## config.mk

```make
export PLATFORM = sky130hd
export DESIGN_NAME = two_way_traffic_light_controller_top
export DESIGN_NICKNAME = d
export VERILOG_FILES = /design/src/rtl/tlc_pkg.sv /design/src/rtl/tlc_step.sv /design/src/rtl/two_way_traffic_light_controller_top.sv
export SDC_FILE = /design/constraint.sdc
export NUM_CORES = 1
export LEC_CHECK = 0
export ABC_AREA = 1
export BUFFER_PORTS_ARGS = -buffer_cell sky130_fd_sc_hd__buf_2
export CAP_MARGIN = 0
export CELL_PAD_IN_SITES_DETAIL_PLACEMENT = 1
export CELL_PAD_IN_SITES_GLOBAL_PLACEMENT = 2
export CORE_ASPECT_RATIO = 1.75
export CORE_MARGIN = 8
export CORE_UTILIZATION = 36
export CTS_CLUSTER_SIZE = 8
export DETAILED_ROUTE_END_ITERATION = 12
export PLACE_DENSITY_LB_ADDON = 0.15
export SETUP_SLACK_MARGIN = 0.4
export SYNTH_ARGS = -nofsm -noshare
export SYNTH_HDL_FRONTEND = slang
export SYNTH_HIERARCHICAL = 1
export SYNTH_SLANG_ARGS = --single-unit
```

## constraint.sdc

```tcl
create_clock -name clock -period 7.8 [get_ports clock]
set_input_delay 1.56 -clock clock [delete_from_list [all_inputs] [get_ports clock]]
set_output_delay 1.56 -clock clock [all_outputs]
set_load 0.05 [all_outputs]
```

## src/rtl/tlc_pkg.sv

```systemverilog
// shared types, constants and display helpers for the two-way traffic light controller
// used by tlc_step and two_way_traffic_light_controller_top; no dependencies
package tlc_pkg;

   localparam int CNT_W = 8;
   localparam int DUR_W = 7;
   localparam int SUM_W = 9;

   localparam logic [CNT_W-1:0] COUNT_MINUS_ONE = '1;
   localparam logic [DUR_W-1:0] DISPLAY_MAX     = 7'd99;

   typedef enum logic [2:0] {
      MODE_INIT       = 3'd0,
      MODE_NORMAL     = 3'd1,
      MODE_MOD_RED    = 3'd2,
      MODE_MOD_YELLOW = 3'd3,
      MODE_MOD_GREEN  = 3'd4,
      MODE_ERROR      = 3'd5
   } tlc_mode_type;

   typedef enum logic [1:0] {
      PHASE_RG = 2'd0,
      PHASE_RY = 2'd1,
      PHASE_GR = 2'd2,
      PHASE_YR = 2'd3
   } tlc_phase_type;

   typedef enum logic [1:0] {
      COLOR_RED    = 2'd0,
      COLOR_YELLOW = 2'd1,
      COLOR_GREEN  = 2'd2
   } tlc_color_type;

   typedef struct packed {
      logic             second_tick;
      logic             blink_tick;
      logic             mode_press;
      logic             set_press;
      logic [DUR_W-1:0] entry_value;
   } tlc_event_type;

   typedef struct packed {
      tlc_mode_type     mode;
      tlc_phase_type    phase;
      logic [CNT_W-1:0] way_one_count;
      logic [CNT_W-1:0] way_two_count;
      logic [DUR_W-1:0] red_duration;
      logic [DUR_W-1:0] yellow_duration;
      logic [DUR_W-1:0] green_duration;
      logic             blink_phase;
   } tlc_state_type;

   typedef struct packed {
      tlc_mode_type     mode;
      tlc_color_type    light_one;
      tlc_color_type    light_two;
      logic [DUR_W-1:0] display_left;
      logic [DUR_W-1:0] display_right;
      logic             blink_on;
      logic             error_flag;
   } tlc_result_type;

   // negative counts show as zero, large ones saturate
   function automatic logic [DUR_W-1:0] show_count(input logic [CNT_W-1:0] c);
      logic [DUR_W-1:0] r;
      if (c[CNT_W-1]) r = '0;
      else if (c[DUR_W-1:0] > DISPLAY_MAX) r = DISPLAY_MAX;
      else r = c[DUR_W-1:0];
      return r;
   endfunction

   function automatic logic [DUR_W-1:0] show_entry(input logic [DUR_W-1:0] e);
      return (e > DISPLAY_MAX) ? DISPLAY_MAX : e;
   endfunction

endpackage

```

## src/rtl/tlc_step.sv

```systemverilog
// next-state and result logic for one request of the traffic light controller
// depends on tlc_pkg
module tlc_step #(
   parameter int DEFAULT_RED    = 5,
   parameter int DEFAULT_YELLOW = 1,
   parameter int DEFAULT_GREEN  = 3
) (
   input  tlc_pkg::tlc_event_type  evt,
   input  tlc_pkg::tlc_state_type  cur,
   output tlc_pkg::tlc_state_type  nxt,
   output tlc_pkg::tlc_result_type res
);

   localparam logic [tlc_pkg::DUR_W-1:0] DEF_RED    = DEFAULT_RED[tlc_pkg::DUR_W-1:0];
   localparam logic [tlc_pkg::DUR_W-1:0] DEF_YELLOW = DEFAULT_YELLOW[tlc_pkg::DUR_W-1:0];
   localparam logic [tlc_pkg::DUR_W-1:0] DEF_GREEN  = DEFAULT_GREEN[tlc_pkg::DUR_W-1:0];

   logic [tlc_pkg::SUM_W-1:0] red_side;
   logic [tlc_pkg::SUM_W-1:0] yg_side;

   always_comb begin
      nxt      = cur;
      red_side = '0;
      yg_side  = '0;
      case (cur.mode)
         tlc_pkg::MODE_NORMAL: begin
            if (evt.second_tick) begin
               nxt.way_one_count = cur.way_one_count - 8'd1;
               nxt.way_two_count = cur.way_two_count - 8'd1;
            end
            case (cur.phase)
               tlc_pkg::PHASE_RG: begin
                  if (nxt.way_two_count == tlc_pkg::COUNT_MINUS_ONE) begin
                     nxt.phase         = tlc_pkg::PHASE_RY;
                     nxt.way_two_count = {1'b0, cur.yellow_duration};
                  end
               end
               tlc_pkg::PHASE_RY: begin
                  if (nxt.way_two_count == tlc_pkg::COUNT_MINUS_ONE) begin
                     nxt.phase         = tlc_pkg::PHASE_GR;
                     nxt.way_one_count = {1'b0, cur.green_duration};
                     nxt.way_two_count = {1'b0, cur.red_duration};
                  end
               end
               tlc_pkg::PHASE_GR: begin
                  if (nxt.way_one_count == tlc_pkg::COUNT_MINUS_ONE) begin
                     nxt.phase         = tlc_pkg::PHASE_YR;
                     nxt.way_one_count = {1'b0, cur.yellow_duration};
                  end
               end
               default: begin
                  if (nxt.way_one_count == tlc_pkg::COUNT_MINUS_ONE) begin
                     nxt.phase         = tlc_pkg::PHASE_RG;
                     nxt.way_one_count = {1'b0, cur.red_duration};
                     nxt.way_two_count = {1'b0, cur.green_duration};
                  end
               end
            endcase
            if (evt.mode_press) begin
               nxt.mode          = tlc_pkg::MODE_MOD_RED;
               nxt.phase         = tlc_pkg::PHASE_RG;
               nxt.way_one_count = {1'b0, cur.red_duration};
               nxt.way_two_count = {1'b0, cur.green_duration};
               nxt.blink_phase   = 1'b0;
            end
         end
         tlc_pkg::MODE_MOD_RED, tlc_pkg::MODE_MOD_YELLOW, tlc_pkg::MODE_MOD_GREEN: begin
            if (evt.set_press) begin
               if (cur.mode == tlc_pkg::MODE_MOD_RED) nxt.red_duration = evt.entry_value;
               else if (cur.mode == tlc_pkg::MODE_MOD_YELLOW)
                  nxt.yellow_duration = evt.entry_value;
               else nxt.green_duration = evt.entry_value;
            end
            if (evt.blink_tick) nxt.blink_phase = ~cur.blink_phase;
            // durations must satisfy red + 1 == yellow + green + 2
            red_side = {2'b00, nxt.red_duration} + 9'd1;
            yg_side  = {2'b00, nxt.yellow_duration} + {2'b00, nxt.green_duration} + 9'd2;
            if (evt.mode_press) begin
               if (cur.mode == tlc_pkg::MODE_MOD_GREEN) begin
                  if (red_side == yg_side) begin
                     nxt.mode          = tlc_pkg::MODE_NORMAL;
                     nxt.phase         = tlc_pkg::PHASE_RG;
                     nxt.way_one_count = {1'b0, nxt.red_duration};
                     nxt.way_two_count = {1'b0, nxt.green_duration};
                  end else begin
                     nxt.mode = tlc_pkg::MODE_ERROR;
                  end
               end else begin
                  nxt.mode = (cur.mode == tlc_pkg::MODE_MOD_RED) ?
                             tlc_pkg::MODE_MOD_YELLOW : tlc_pkg::MODE_MOD_GREEN;
                  nxt.blink_phase = 1'b0;
               end
            end
         end
         tlc_pkg::MODE_ERROR: begin
            if (evt.mode_press) nxt.mode = tlc_pkg::MODE_INIT;
         end
         default: begin
            // init and unused codes reload defaults
            nxt.red_duration    = DEF_RED;
            nxt.yellow_duration = DEF_YELLOW;
            nxt.green_duration  = DEF_GREEN;
            nxt.phase           = tlc_pkg::PHASE_RG;
            nxt.way_one_count   = {1'b0, DEF_RED};
            nxt.way_two_count   = {1'b0, DEF_GREEN};
            nxt.mode            = tlc_pkg::MODE_NORMAL;
         end
      endcase
   end

   always_comb begin
      res = '0;
      res.mode      = nxt.mode;
      res.light_one = tlc_pkg::COLOR_RED;
      res.light_two = tlc_pkg::COLOR_RED;
      case (nxt.mode)
         tlc_pkg::MODE_MOD_RED, tlc_pkg::MODE_MOD_YELLOW, tlc_pkg::MODE_MOD_GREEN: begin
            if (nxt.mode == tlc_pkg::MODE_MOD_RED) begin
               res.light_one = tlc_pkg::COLOR_RED;
               res.light_two = tlc_pkg::COLOR_RED;
            end else if (nxt.mode == tlc_pkg::MODE_MOD_YELLOW) begin
               res.light_one = tlc_pkg::COLOR_YELLOW;
               res.light_two = tlc_pkg::COLOR_YELLOW;
            end else begin
               res.light_one = tlc_pkg::COLOR_GREEN;
               res.light_two = tlc_pkg::COLOR_GREEN;
            end
            res.display_left  = {4'b0000, nxt.mode};
            res.display_right = tlc_pkg::show_entry(evt.entry_value);
            res.blink_on      = nxt.blink_phase;
         end
         tlc_pkg::MODE_ERROR: begin
            res.error_flag = 1'b1;
         end
         default: begin
            case (nxt.phase)
               tlc_pkg::PHASE_RG: begin
                  res.light_one = tlc_pkg::COLOR_RED;
                  res.light_two = tlc_pkg::COLOR_GREEN;
               end
               tlc_pkg::PHASE_RY: begin
                  res.light_one = tlc_pkg::COLOR_RED;
                  res.light_two = tlc_pkg::COLOR_YELLOW;
               end
               tlc_pkg::PHASE_GR: begin
                  res.light_one = tlc_pkg::COLOR_GREEN;
                  res.light_two = tlc_pkg::COLOR_RED;
               end
               default: begin
                  res.light_one = tlc_pkg::COLOR_YELLOW;
                  res.light_two = tlc_pkg::COLOR_RED;
               end
            endcase
            res.display_left  = tlc_pkg::show_count(nxt.way_one_count);
            res.display_right = tlc_pkg::show_count(nxt.way_two_count);
         end
      endcase
   end

endmodule

```

## src/rtl/two_way_traffic_light_controller_top.sv

```systemverilog
// two-way traffic light controller: request register, step logic, response register
// depends on tlc_pkg and tlc_step
//
// usage:
//   each request carries one set of events (second tick, blink tick,
//   mode press, set press, entered value). every request produces exactly one
//   response with the mode, both lamp colors, two display values, blink and error.
//   both channels use valid/stall; a transfer happens when valid is high and stall
//   is low. rsp_valid is driven from a register and never looks at rsp_stall.
//   a request moves from the request register into the response register;
//   throughput: one request per cycle while rsp_stall is low; the controller
//   state is updated in a single pass of the step logic as the request moves.
//   when the receiver stalls, the response register holds, the request register
//   fills, and req_stall rises only once both are occupied.
//   reset (synchronous, active high) empties both registers and puts the
//   controller in init mode with the default durations loaded; the first request
//   after reset reloads defaults and enters normal mode.
//
module two_way_traffic_light_controller_top #(
   parameter int DEFAULT_RED    = 5,
   parameter int DEFAULT_YELLOW = 1,
   parameter int DEFAULT_GREEN  = 3
) (
   input  logic       clock,
   input  logic       reset,
   input  logic       req_valid,
   output logic       req_stall,
   input  logic       req_second_tick,
   input  logic       req_blink_tick,
   input  logic       req_mode_press,
   input  logic       req_set_press,
   input  logic [6:0] req_entry_value,
   output logic       rsp_valid,
   input  logic       rsp_stall,
   output logic [2:0] rsp_mode,
   output logic [1:0] rsp_light_one,
   output logic [1:0] rsp_light_two,
   output logic [6:0] rsp_display_left,
   output logic [6:0] rsp_display_right,
   output logic       rsp_blink_on,
   output logic       rsp_error_flag
);

   localparam logic [tlc_pkg::DUR_W-1:0] RST_RED    = DEFAULT_RED[tlc_pkg::DUR_W-1:0];
   localparam logic [tlc_pkg::DUR_W-1:0] RST_YELLOW = DEFAULT_YELLOW[tlc_pkg::DUR_W-1:0];
   localparam logic [tlc_pkg::DUR_W-1:0] RST_GREEN  = DEFAULT_GREEN[tlc_pkg::DUR_W-1:0];

   logic                   req_valid_ff, req_valid_in;
   tlc_pkg::tlc_event_type req_evt_ff, req_evt_in;
   logic                   rsp_valid_ff, rsp_valid_in;
   tlc_pkg::tlc_result_type rsp_res_ff, rsp_res_in;
   tlc_pkg::tlc_state_type state_ff, state_in;

   tlc_pkg::tlc_state_type  step_nxt;
   tlc_pkg::tlc_result_type step_res;
   logic                    rsp_free;
   logic                    advance;
   logic                    req_take;

   tlc_step #(
      .DEFAULT_RED   (DEFAULT_RED),
      .DEFAULT_YELLOW(DEFAULT_YELLOW),
      .DEFAULT_GREEN (DEFAULT_GREEN)
   ) u_step (
      .evt(req_evt_ff),
      .cur(state_ff),
      .nxt(step_nxt),
      .res(step_res)
   );

   assign rsp_free  = !rsp_valid_ff || !rsp_stall;
   assign advance   = req_valid_ff && rsp_free;
   assign req_stall = req_valid_ff && !rsp_free;
   assign req_take  = req_valid && !req_stall;

   always_comb begin
      req_valid_in = req_take || (req_valid_ff && !advance);
      req_evt_in   = req_evt_ff;
      if (req_take) begin
         req_evt_in.second_tick = req_second_tick;
         req_evt_in.blink_tick  = req_blink_tick;
         req_evt_in.mode_press  = req_mode_press;
         req_evt_in.set_press   = req_set_press;
         req_evt_in.entry_value = req_entry_value;
      end
      rsp_valid_in = advance || (rsp_valid_ff && rsp_stall);
      rsp_res_in   = advance ? step_res : rsp_res_ff;
      // controller state moves only when a request is consumed
      state_in     = advance ? step_nxt : state_ff;
   end

   always_ff @(posedge clock) begin
      if (reset) begin
         req_valid_ff             <= 1'b0;
         rsp_valid_ff             <= 1'b0;
         state_ff.mode            <= tlc_pkg::MODE_INIT;
         state_ff.phase           <= tlc_pkg::PHASE_RG;
         state_ff.way_one_count   <= {1'b0, RST_RED};
         state_ff.way_two_count   <= {1'b0, RST_GREEN};
         state_ff.red_duration    <= RST_RED;
         state_ff.yellow_duration <= RST_YELLOW;
         state_ff.green_duration  <= RST_GREEN;
         state_ff.blink_phase     <= 1'b0;
      end else begin
         req_valid_ff <= req_valid_in;
         rsp_valid_ff <= rsp_valid_in;
         state_ff     <= state_in;
      end
   end

   always_ff @(posedge clock) begin
      req_evt_ff <= req_evt_in;
      rsp_res_ff <= rsp_res_in;
   end

   assign rsp_valid         = rsp_valid_ff;
   assign rsp_mode          = rsp_res_ff.mode;
   assign rsp_light_one     = rsp_res_ff.light_one;
   assign rsp_light_two     = rsp_res_ff.light_two;
   assign rsp_display_left  = rsp_res_ff.display_left;
   assign rsp_display_right = rsp_res_ff.display_right;
   assign rsp_blink_on      = rsp_res_ff.blink_on;
   assign rsp_error_flag    = rsp_res_ff.error_flag;

`ifndef SYNTHESIS
   a_state_holds: assert property (@(posedge clock) disable iff (reset)
      !advance |=> $stable(state_ff))
      else $error("controller state changed without a consumed request");

   a_error_flag_mode: assert property (@(posedge clock) disable iff (reset)
      rsp_valid && rsp_error_flag |-> rsp_mode == tlc_pkg::MODE_ERROR)
      else $error("error flag outside error mode");

   a_modify_lamps: assert property (@(posedge clock) disable iff (reset)
      rsp_valid && (rsp_mode == tlc_pkg::MODE_MOD_RED || rsp_mode == tlc_pkg::MODE_MOD_YELLOW
                    || rsp_mode == tlc_pkg::MODE_MOD_GREEN)
      |-> rsp_light_one == rsp_light_two)
      else $error("lamps differ in modify mode");

   a_no_drop: assert property (@(posedge clock) disable iff (reset)
      req_valid_ff && !rsp_free |=> req_valid_ff)
      else $error("held request lost");
`endif

endmodule
```

# After elaboration in Yosys (flattened, before gate mapping)
# Index checks and enable logic that the tools add are counted.
[word_totals]
regBits = 79
in_bits = 15
output_inout_bits = 25
[op_classes]
addsub = 5
magnitude_cmp = 3
n_eq_ne = 16
mux = 42
bitwise = 2
reduce_logical = 19
[ops]
columns = ["op", "n"]
rows = [
  ["2-to-1 mux 21 bit", 4],
  ["2-to-1 mux 18 bit", 4],
  ["2-to-1 mux 7 bit", 8],
  ["case mux 18 bit (3 select lines)", 1],
  ["case mux 8 bit (3 select lines)", 2],
  ["case mux 21 bit (2 select lines)", 1],
  ["case mux 18 bit (2 select lines)", 1],
  ["2-to-1 mux 16 bit", 2],
  ["greater-than comparator 7 bit (second input constant)", 3],
  ["== test 8 bit (second input constant)", 2],
  ["subtractor 8 x 1 -> 8 bit (second input constant)", 2],
  ["2-to-1 mux 14 bit", 1],
  ["== test 3 x 2 -> 1 bit (second input constant)", 4],
  ["== test 3 bit (second input constant)", 4],
  ["2-to-1 mux 3 bit", 4],
  ["case mux 4 bit (3 select lines)", 1],
  ["2-to-1 mux 10 bit", 1],
  ["adder 9 x 2 -> 9 bit (second input constant)", 1],
  ["== test 9 bit", 1],
  ["case mux 3 bit (3 select lines)", 1],
  ["adder 7 x 1 -> 8 bit (second input constant)", 1],
  ["adder 7 x 7 -> 8 bit", 1],
  ["2-to-1 mux 4 bit", 2],
  ["2-to-1 mux 8 bit", 1],
  ["other kinds (15)", 34],
]

# Depth between registers and ports, before layout
# Gate-level depths: netlist of run 1.
[logic_depth]
ltp_word = 16
mapped_depth = 30

# Hierarchy
# The synthesis of run 1 kept the hierarchy.
[by_module_without_submodules]
columns = ["mod", "n_inst", "cells_per_inst", "area_each_um2"]
rows = [
  ["tlc_step", 1, 676, 3273.1],
  ["two_way_traffic_light_controller_top", 1, 309, 2942.8],
]

# Least setup slack after synthesis of run 1
# Ideal clock, no wire load.
[synth_path]
path_type = "register to register"
from = "reg req_evt_ff[7] in the netlist's numbering"
to = "reg rsp_res_ff (netlist bit rsp_display_left[1]) (data pin)"
setup_time_ps = 254
arrival_time_ps = 3817
required_time_ps = 7546
path_slack_ps = 3730
path_stages_with_launch = 27
n_path_buf = 3
period_less_slack_ps = 4070
path_cell_list = "edfxtp_1 buf_1 nand2_1 clkbuf_1 o21ai_0 ha_1 inv_1 ha_1 inv_1 fa_1 nor3_1 nand3b_1 xnor2_1 inv_1 nand2_1 nand2_1 nor2_4 nand4_4 nand2_4 buf_6 nand2_1 a21oi_1 nand3_1 nand2_2 nand2_1 nand2_1 nand2_1"
[synth_lines]
columns = ["element", "line_no", "source"]
rows = [
  ["from (decl)", "two_way_traffic_light_controller_top.sv:49", "tlc_pkg::tlc_event_type req_evt_ff, req_evt_in;"],
  ["from (signal assigned)", "two_way_traffic_light_controller_top.sv:112", "req_evt_ff <= req_evt_in;"],
  ["to (signal assigned)", "two_way_traffic_light_controller_top.sv:113", "rsp_res_ff <= rsp_res_in;"],
  ["to (decl)", "two_way_traffic_light_controller_top.sv:51", "tlc_pkg::tlc_result_type rsp_res_ff, rsp_res_in;"],
]

==> results of run 1 <==
[cell usage after synthesis, types with 2 or more instances]
cell	instances	area (um^2)
o21ai_1	7	35.0
buf_6	4	45.0
edfxtp_1	34	1020
nand3_2	3	30.0
o22ai_1	4	25.0
nand2_1	263	987
ha_1	16	200
a21oi_1	62	310
clkbuf_1	10	37.5
a31oi_1	4	25.0
nor3_1	3	15.0
nor2_1	80	300
nor2_2	5	31.3
nand3_1	117	586
xnor2_1	2	17.5
buf_4	5	37.5
nand2_2	10	62.6
dfxtp_1	45	901
o21bai_1	2	15.0
inv_2	9	33.8
nor2_4	3	33.8
nand4_1	18	113
o211ai_1	9	67.6
buf_2	19	95.1
nor3_2	2	20.0
o221ai_1	2	17.5
clkinv_1	2	7.51
xor2_1	11	96.3
o21ai_0	68	340
nand3b_1	2	15.0
inv_1	152	571
[critical path, stage by stage (launching register included)]
cell and delay, ns:
dfxtp_1 0.47, inv_2 0.10, nor2_4 0.17, nand3_1 0.42, o21ai_0 0.43, ha_1 0.30
inv_1 0.06, ha_1 0.21, inv_1 0.07, fa_1 0.41, nor3_1 0.19, nand3b_1 0.14
xnor2_1 0.16, inv_1 0.07, nand2_1 0.07, nand2_1 0.08, nor2_4 0.16, nand4_4 0.19
nand2_4 0.22, nand2_1 0.09, nand2_1 0.07, nand2_1 0.20, nand2_1 0.17, inv_1 0.06
nand2_2 0.11, nand2_1 0.07, nand2_1 0.09, nand2_1 0.07
[stage by stage]
stage               total power, mW  cell area (um^2)
CTS                            1.34              6800
global placement              0.891              6500
floorplan                     0.772              6220
detailed placement            0.892              6500
global route                   1.40              6800
finish                         1.34              6800
[power by group]
part | internal [mW] | switching, mW
Clock | 0.252 | 0.197
Sequential | 0.464 | 0.0381
Combinational | 0.108 | 0.276
Total | 0.825 | 0.512
[state kept, by name (all words and copies together), names as in the netlist, 2 cells and up]
register           flops
state_ff              43
rsp_mode               3
rsp_display_left       7
req_evt_ff            11
rsp_light_two          2
rsp_light_one          2
rsp_display_right      7
[final timing paths]
| path | from | end | slack (ns) | cells after the start |
|---|---|---|---|---|
| setup / recovery | state_ff[41] | rsp_display_right[0] | 2.71 | 27 |
| setup reg to reg | state_ff[41] | rsp_display_right[0] | 2.71 | 27 |
| hold reg to reg | state_ff[8] | state_ff[8] | 0.47 | 2 |
| hold / removal | state_ff[8] | state_ff[8] | 0.47 | 2 |
[placed cells by master (no fill, tap or decap), drive strengths merged, types with 2 or more instances in the layout]
cell type | synthesis | layout
xnor2 | 2 | 2
o21ai | 76 | 76
nand3 | 120 | 120
a21oi | 62 | 62
o221ai | 2 | 2
nand2 | 274 | 274
buf | 29 | 42
a31oi | 4 | 4
dfxtp | 45 | 45
o21bai | 2 | 2
o211ai | 9 | 9
edfxtp | 34 | 34
xor2 | 11 | 11
clkbuf | 10 | 9
inv | 161 | 164
ha | 16 | 16
clkinv | 2 | 4
nor2 | 88 | 88
nand3b | 2 | 2
nand4 | 20 | 20
o22ai | 4 | 4
nor3 | 5 | 5
[cell type report]
type	instances	share of cell area, %
Multi-Input combinational cell	704	50.9
Tap cell	227	4.17
Clock buffer	9	3.31
Inverter	163	8.99
Timing Repair Buffer	42	3.20
Clock inverter	7	1.16
Sequential cell	79	28.3
[layer usage]
layer	share of wire (%)	vias up
met5	0	-
met4	6.4	0
met3	2.0	71
met2	54	135
met1	38	3275
li1	-	3211
[logic make-up (layout without fill, tap and decap cells)]
logic type	count (synthesis)	in the layout	synth area share [%]
and+or+nand+nor	511	511	36.2
DFF	79	79	30.9
adders and majority gates	17	17	3.54
AOI/OAI and AO/OA	163	163	14.1
buffers and inverters	202	221	13.4
xor gates and xnor gates	13	13	1.83
==> results.ini, run 1 <==
[cts]
clk_latency_ns = 0.35
postCtsHoldBufs = 0
post-cts-setup-buffer-count = 0
cts-root-buf = clkbuf_16
h-tree-depth = 3
cts_tree = yes
cts_buffer_depth = 2
cts.clk_slew.worst_paths_ns = 0.07
numCtsBuffers = 9
clock_sinks = 79
cts_resized = 0

[global_route]
grt.busiest_layer = met2
antenna_found_initial = 0
grt_max_degree = 78
grt_pass1_wl_mm = 40.5
grt_use_total_pct = 24.9
grt_pass1_vias = 6972
use_met2_pct = 46.1
grtUsageMet1_pct = 25.3
grt_util_met3_pct = 2.32
gr-total-overflow = 0

[timing]
max_clock_freq_mhz = 196
setup-violations-final = 0
hold_violations = 0
period_needed_ns = 5.09
tightestPinTransition_ns = 0.932
tns_ns = 0
rsz0062_at_grt = no
clock_skew_ns = 0.00908
hold-worst-slack_ns = 0.467
slew_violations = 0
setup_slack_ns = 2.71
maxSlewHeadroom_pct = 37.8
fin_crit_sh_pct = 65.3

[place]
place_ws_ns = 2.78
dpl.cell_count = 1215
place_congestion = 0.930
dp_hpwl_mm = 21.1
io_buffers = 39

[worst_setup_path]
required_ns = 7.90
worst_ep_arrival_time_ns = 5.19
crit_fanout = 14
endpoint_kind = flip-flop
startpoint_type = flip-flop
path_class = reg2reg

[die]
io-pin-count = 40
dieArea_um2 = 21900
die_h_um = 190
core_area_um2 = 16900
die_w_um = 115
initial_core_util_pct = 36.7
num_rows = 63

[yosys]
synthesis.nets = 1017
syn_area_um2 = 6220
synth_cells = 985
ys.flop_type = dfxtp_1
netlist-cell-type-count = 43
avgSynthCellArea_um2 = 6.31
synth_async_sr_flop_share_pct = 0
yosys_warnings = 6
seq_area_frac_synth_pct = 30.9
synth_edf_count = 34
ys_ff_latch = 79

[routing]
drt_iter0_drc = 294
drc = 0
ant_nets = 0
dr_total_vias = 6692
viasPerCell = 5.44
routedWlPerCell_um = 21.6
drt_pass1_iterations = 4
wirelength_mm = 26.6

[final_layout]
syn2layout_area_growth_pct = 9.46
drive_gt1_share_pct = 9.36
multiInputGateArea_um2 = 3460
layout.area.seq_um2 = 1920
final_net_count = 1031
num_antenna_cells = 0
final_util_pct = 40.1
fin_cells = 1231
fill_cells = 2273

[pwr]
p_leak_nw = 3.29
ir_worst_vdd_mv = 0.134
power_density_nw_per_um2 = 196

[run]
cap_violations = 0

[worst_hold_path]
hp-class = reg2reg

[status]
status = finished clean

No activity file was read; power rests on OpenSTA's default activity.
==> run 2, diff against run 1 <==
--- a/config.mk
+++ b/config.mk
@@ -12,7 +12,7 @@
 export CELL_PAD_IN_SITES_GLOBAL_PLACEMENT = 2
 export CORE_ASPECT_RATIO = 1.75
 export CORE_MARGIN = 8
-export CORE_UTILIZATION = 36
+export CORE_UTILIZATION = 31
 export CTS_CLUSTER_SIZE = 8
 export DETAILED_ROUTE_END_ITERATION = 12
 export PLACE_DENSITY_LB_ADDON = 0.15
==> constraint.sdc (replaced) <==
create_clock -name clock -period 4.34 [get_ports clock]
set_input_delay 0.868 -clock clock [delete_from_list [all_inputs] [get_ports clock]]
set_output_delay 0.868 -clock clock [all_outputs]
set_load 0.05 [all_outputs]
==> results.ini, run 2 (synthesis results as in run 1) <==
[place]
place_congestion = 0.927  ; -0.35%
dp_hpwl_mm = 22.5  ; +6.7%
io_buffers = 39  ; unchanged
dpl.cell_count = 1302  ; +7.2%
dpl_cell_area_um2 = 7040  ; +8.3%
place_ws_ns = 0.0636  ; -2.71 ns

[final_layout]
regMostFlops = state_ff
reg_top3 = state_ff x43, req_evt_ff x11
postLayoutCellArea_um2 = 8110  ; +19%
final_net_count = 1121  ; +8.7%
final_cell_mix = nand2_1, inv_1, nand3_1
drive_gt1_share_pct = 25.2  ; +16 points
layout.area.seq_um2 = 1930  ; +0.13%
largest_reg_flops = 43  ; unchanged
fill_cells = 2582  ; +14%
fin_cells = 1339  ; +8.8%
num_antenna_cells = 0  ; unchanged
syn2layout_area_growth_pct = 30.5
final_common_cell = nand2_1
multiInputGateArea_um2 = 3970  ; +15%

[cts]
cts_buffer_depth = 2  ; unchanged
cts_tree = yes
cts.clk_slew.worst_paths_ns = 0.07  ; about the same
clk_latency_ns = 0.35  ; about the same
clock_sinks = 79  ; unchanged
h-tree-depth = 3  ; unchanged
numCtsBuffers = 9  ; unchanged
cts-root-buf = clkbuf_16

[global_route]
grtUsageMet1_pct = 22.7  ; -2.6 points
grt_pass1_vias = 7134  ; +2.3%
grt_util_met3_pct = 2.77  ; +0.45 points
grt_use_total_pct = 22.9  ; -2.0 points
gr-total-overflow = 0  ; unchanged
antenna_found_initial = 0  ; unchanged
use_met2_pct = 42.4  ; -3.7 points
grt.busiest_layer = met2
grt_max_degree = 80  ; +2.6%
grt_pass1_wl_mm = 42.4  ; +4.7%

[timing]
fin_crit_sh_pct = 89.6  ; +24 points
rsz0062_at_grt = yes
hold_violations = 0  ; unchanged
tightestPinTransition_ns = 0.927  ; -0.00471 ns
slew_violations = 0  ; unchanged
max_clock_freq_mhz = 257  ; +31%
setup-violations-final = 0  ; unchanged
maxSlewHeadroom_pct = 38.1  ; +0.31 points
tns_ns = 0  ; unchanged
clock_skew_ns = 0.00678  ; -0.00229 ns
period_needed_ns = 3.89  ; -1.20 ns
setup_slack_ns = 0.450  ; -2.26 ns

[worst_setup_path]
path_class = reg2reg
startpoint_type = flip-flop
required_ns = 4.45  ; -3.45 ns
endpoint_kind = flip-flop
worst_ep_arrival_time_ns = 4.00  ; -1.19 ns
crit_fanout = 8  ; -6

[routing]
dr_total_vias = 6963  ; +4.0%
ant_nets = 0  ; unchanged
drt_pass1_iterations = 7  ; +3
drc = 0  ; unchanged
drt_iter0_drc = 316  ; +7.5%
wirelength_mm = 28.5  ; +7.2%
viasPerCell = 5.20  ; -4.3%
routedWlPerCell_um = 21.3  ; -1.5%

[die]
initial_core_util_pct = 31.5  ; -5.2 points
dieArea_um2 = 25000  ; +14%
io-pin-count = 40  ; unchanged
die_h_um = 203  ; +7.1%
num_rows = 68  ; +7.9%
die_w_um = 123  ; +6.7%
core_area_um2 = 19700  ; +16%

[worst_hold_path]
hp-class = reg2reg

[run]
cap_violations = 0  ; unchanged

[pwr]
power_density_nw_per_um2 = 333  ; +70%
ir_worst_vdd_mv = 0.183  ; +37%
p_leak_nw = 3.85  ; +17%

[status]
status = finished clean

## run 2: power breakdown
| group | switching (mW) | leakage, nW | internal (mW) | total, mW |
|---|---|---|---|---|
| Sequential | 0.0516 | 0.693 | 0.835 | 0.887 |
| Clock | 0.331 | 0.168 | 0.568 | 0.899 |
| Combinational | 0.590 | 2.99 | 0.326 | 0.916 |
| Total | 0.973 | 3.85 | 1.73 | 2.70 |
## run 2: final timing paths
kind / cells past startpoint / to / startpoint / slack, ns
max: 23 / rsp_display_left[0] / req_evt_ff[7] / 0.45
min: 2 / state_ff[8] / state_ff[8] / 0.46
max reg2reg: 23 / rsp_display_left[0] / req_evt_ff[7] / 0.45
min reg2reg: 2 / state_ff[8] / state_ff[8] / 0.46
## run 2: worst max-delay path, cell delays in order, from the launching register on
cell and delay, ns:
edfxtp_1 0.50, nand3_4 0.19, clkbuf_16 0.21, nand2_4 0.06, o21ai_4 0.07, ha_4 0.28, inv_1 0.06, fa_2 0.44
o21bai_1 0.20, xor2_1 0.22, inv_1 0.06, nand2_1 0.06, nand2_1 0.08, nor2_4 0.12, nand4_4 0.15, nand2_4 0.12
buf_6 0.14, nand2_2 0.07, a21oi_2 0.17, nand3_1 0.11, nand2_2 0.12, nand2_1 0.06, nand2_1 0.08, nand2_1 0.06
## run 2: final cells by class
type | instances | share of cell area [%]
inverter | 163 | 7.55
timing repair buffer | 132 | 11.8
clock inverter | 6 | 1.43
tap | 245 | 3.78
clock buffer | 10 | 2.82
multi-input combinational | 704 | 48.9
sequential | 79 | 23.7
## run 2: through the flow
step | power, mW | hold WS (ns) | utilization [%]
floorplan | 1.39 | 0.429 | -
global placement | 1.68 | 0.440 | 35.7
detailed placement | 1.69 | 0.452 | 35.7
CTS | 2.62 | 0.468 | 38.2
global route | 2.84 | 0.511 | 41.1
finish | 2.70 | 0.462 | 41.1
## run 2: per-layer routing
layer  wire (um)  part of all wire [%]
met5           0                     0
met4        2040                   7.2
met3         754                   2.6
met2       15500                    55
met1       10200                    36
## run 2: repair_timing
action / in CTS / in global routing
resized for setup: 35 / 106
hold buffers: 0 / 0
gates cloned: 1 / 1
endpoints found under the setup margin: 33 / 36
buffers inserted: 5 / 14
pin swaps: 8 / 42
==> run 3, diff against run 2 <==
--- a/config.mk
+++ b/config.mk
@@ -7,12 +7,12 @@
 export LEC_CHECK = 0
 export ABC_AREA = 1
 export BUFFER_PORTS_ARGS = -buffer_cell sky130_fd_sc_hd__buf_2
-export CAP_MARGIN = 0
+export CAP_MARGIN = 20
 export CELL_PAD_IN_SITES_DETAIL_PLACEMENT = 1
 export CELL_PAD_IN_SITES_GLOBAL_PLACEMENT = 2
-export CORE_ASPECT_RATIO = 1.75
+export CORE_ASPECT_RATIO = 0.6
 export CORE_MARGIN = 8
-export CORE_UTILIZATION = 31
+export CORE_UTILIZATION = 36
 export CTS_CLUSTER_SIZE = 8
 export DETAILED_ROUTE_END_ITERATION = 12
 export PLACE_DENSITY_LB_ADDON = 0.15
==> constraint.sdc (replaced) <==
create_clock -name clock -period 4.67 [get_ports clock]
set_input_delay 0.934 -clock clock [delete_from_list [all_inputs] [get_ports clock]]
set_output_delay 0.934 -clock clock [all_outputs]
set_load 0.05 [all_outputs]
==> results.ini, run 3 (synthesis results as in run 1) <==
[status]
status = finished clean

[worst_hold_path]
hp-start = state_ff[8]
hp-class = reg2reg

[pwr]
p_leak_nw = 3.47  ; -9.7%
total_power_mw = 2.31  ; -14%
ir_worst_vdd_mv = 0.187  ; +1.9%
power_density_nw_per_um2 = 319  ; -4.1%

[worst_setup_path]
crit_fanout = 10  ; +2
startpoint = state_ff[41]
path_class = reg2reg
endpoint_kind = flip-flop
crit_top_cell = nand2_1
rrSetupSlack_ns = 0.57  ; +0.12 ns
slowest_stage = dfxtp_2
max_stage_delay_ns = 0.33  ; -0.17 ns
required_ns = 4.77  ; +0.32 ns
r2r-start = state_ff[41]
worst_ep_arrival_time_ns = 4.21  ; +0.21 ns
startpoint_type = flip-flop

[global_route]
grtUsageMet1_pct = 36.4  ; +14 points
grt_pass1_wl_mm = 39.2  ; -7.7%
grt.busiest_layer = met1
grt_max_degree = 79  ; -1.3%
grt_util_met3_pct = 6.81  ; +4.0 points
gr-total-overflow = 0  ; unchanged
grt_use_total_pct = 23.6  ; +0.69 points
antenna_found_initial = 0  ; unchanged
grt_pass1_vias = 6542  ; -8.3%
use_met2_pct = 31.2  ; -11 points

[die]
initial_core_util_pct = 36.5  ; +5.0 points
num_rows = 37  ; -46%
die_w_um = 186  ; +51%
core_area_um2 = 17000  ; -14%
die_h_um = 118  ; -42%
dieArea_um2 = 21900  ; -13%
io-pin-count = 40  ; unchanged

[routing]
routedWlPerCell_um = 20.4  ; -4.0%
drt_pass1_iterations = 5  ; -2
drc = 0  ; unchanged
viasPerCell = 5.36  ; +3.1%
wirelength_mm = 25.8  ; -9.3%
drt_iter0_drc = 709  ; +120%
ant_nets = 0  ; unchanged
dr_total_vias = 6785  ; -2.6%

[timing]
tightestPinTransition_ns = 0.915  ; -0.0123 ns
hold_violations = 0  ; unchanged
clock_skew_ns = 0.00777  ; +0.000989 ns
rsz0062_at_grt = no
slew_violations = 0  ; unchanged
setup-violations-final = 0  ; unchanged
tns_ns = 0  ; unchanged
fin_crit_sh_pct = 87.9  ; -1.8 points
max_clock_freq_mhz = 244  ; -5.2%
maxSlewHeadroom_pct = 38.9  ; +0.82 points
period_needed_ns = 4.10  ; +0.213 ns

[cts]
cts-root-buf = clkbuf_16
h-tree-depth = 3  ; unchanged
clk_latency_ns = 0.36  ; about the same
cts_buffer_depth = 2  ; unchanged
cts_tree = yes
cts.clk_slew.worst_paths_ns = 0.06  ; about the same
numCtsBuffers = 9  ; unchanged
postCtsHoldBufs = 0  ; unchanged
clock_sinks = 79  ; unchanged

[final_layout]
reg_top3 = state_ff x43, req_evt_ff x11
num_antenna_cells = 0  ; unchanged
fin_cells = 1265  ; -5.5%
syn2layout_area_growth_pct = 16.4
regMostFlops = state_ff
final_common_cell = nand2_1
final_cell_mix = nand2_1, inv_1, nand3_1
drive_gt1_share_pct = 14.9  ; -10 points
largest_reg_flops = 43  ; unchanged
final_net_count = 1058  ; -5.6%

[place]
dpl.cell_count = 1242  ; -4.6%
place_congestion = 0.926  ; -0.11%
dp_hpwl_mm = 20.1  ; -11%
io_buffers = 39  ; unchanged

[run]
cap_violations = 0  ; unchanged

==> run 3: area by class of cell <==
type,instances,area (um^2)
repair buffers,68,424
inverters,163,612
well taps,234,293
flip-flops and latches,79,1930
multi-input cells,705,3660
clock inverters,7,95.1
fillers,2291,9800
clock buffers,9,225
==> run 3: what timing repair did <==
item / CTS / global route
gates cloned: 0 / 1
setup endpoints to repair: 35 / 34
setup buffers: 0 / 6
pin swaps: 1 / 13
gates resized for setup: 16 / 41
==> run 3: metrics by stage <==
| step | utilization, % | setup slack (ns) | hold WS, ns | instance area [um^2] |
|---|---|---|---|---|
| final | 42.5 | 0.567 | 0.463 | 7240 |
| after global routing | 42.5 | 0.368 | 0.491 | 7240 |
| after CTS | 41.2 | 0.410 | 0.464 | 7020 |
| after detailed placement | 39.1 | -0.101 | 0.448 | 6660 |
| after global placement | 39.1 | -0.101 | 0.448 | 6660 |
| after floorplan | - | 0.600 | 0.429 | 6220 |
==> run 3: final timing paths <==
path         depth (start not counted)              endpoint
min                                  2           state_ff[8]
max reg2reg                         26  rsp_display_right[0]
min reg2reg                          2           state_ff[8]
max                                 26  rsp_display_right[0]
==> run 3: where the power goes <==
part | internal (mW) | switching (mW) | leakage [nW]
combinational | 0.215 | 0.488 | 2.62
clock | 0.469 | 0.305 | 0.157
sequential | 0.776 | 0.0583 | 0.693
total | 1.46 | 0.851 | 3.47
==> run 3: layer usage <==
layer,vias to the layer above,wire length (um)
li1,3261,-
met1,3264,13400
met2,237,9990
met3,23,2180
met4,0,273
met5,-,0
==> run 3: worst max-delay path, delay by kind of cell, from the launching register on <==
family                     cells  cell delay [ns]
adders and majority gates      2             0.64
buffers and inverters          4             0.41
DFF                            1             0.33
and+or+nand+nor               17             1.84
xor gates and xnor gates       1             0.20
AOI/OAI and AO/OA              2             0.42
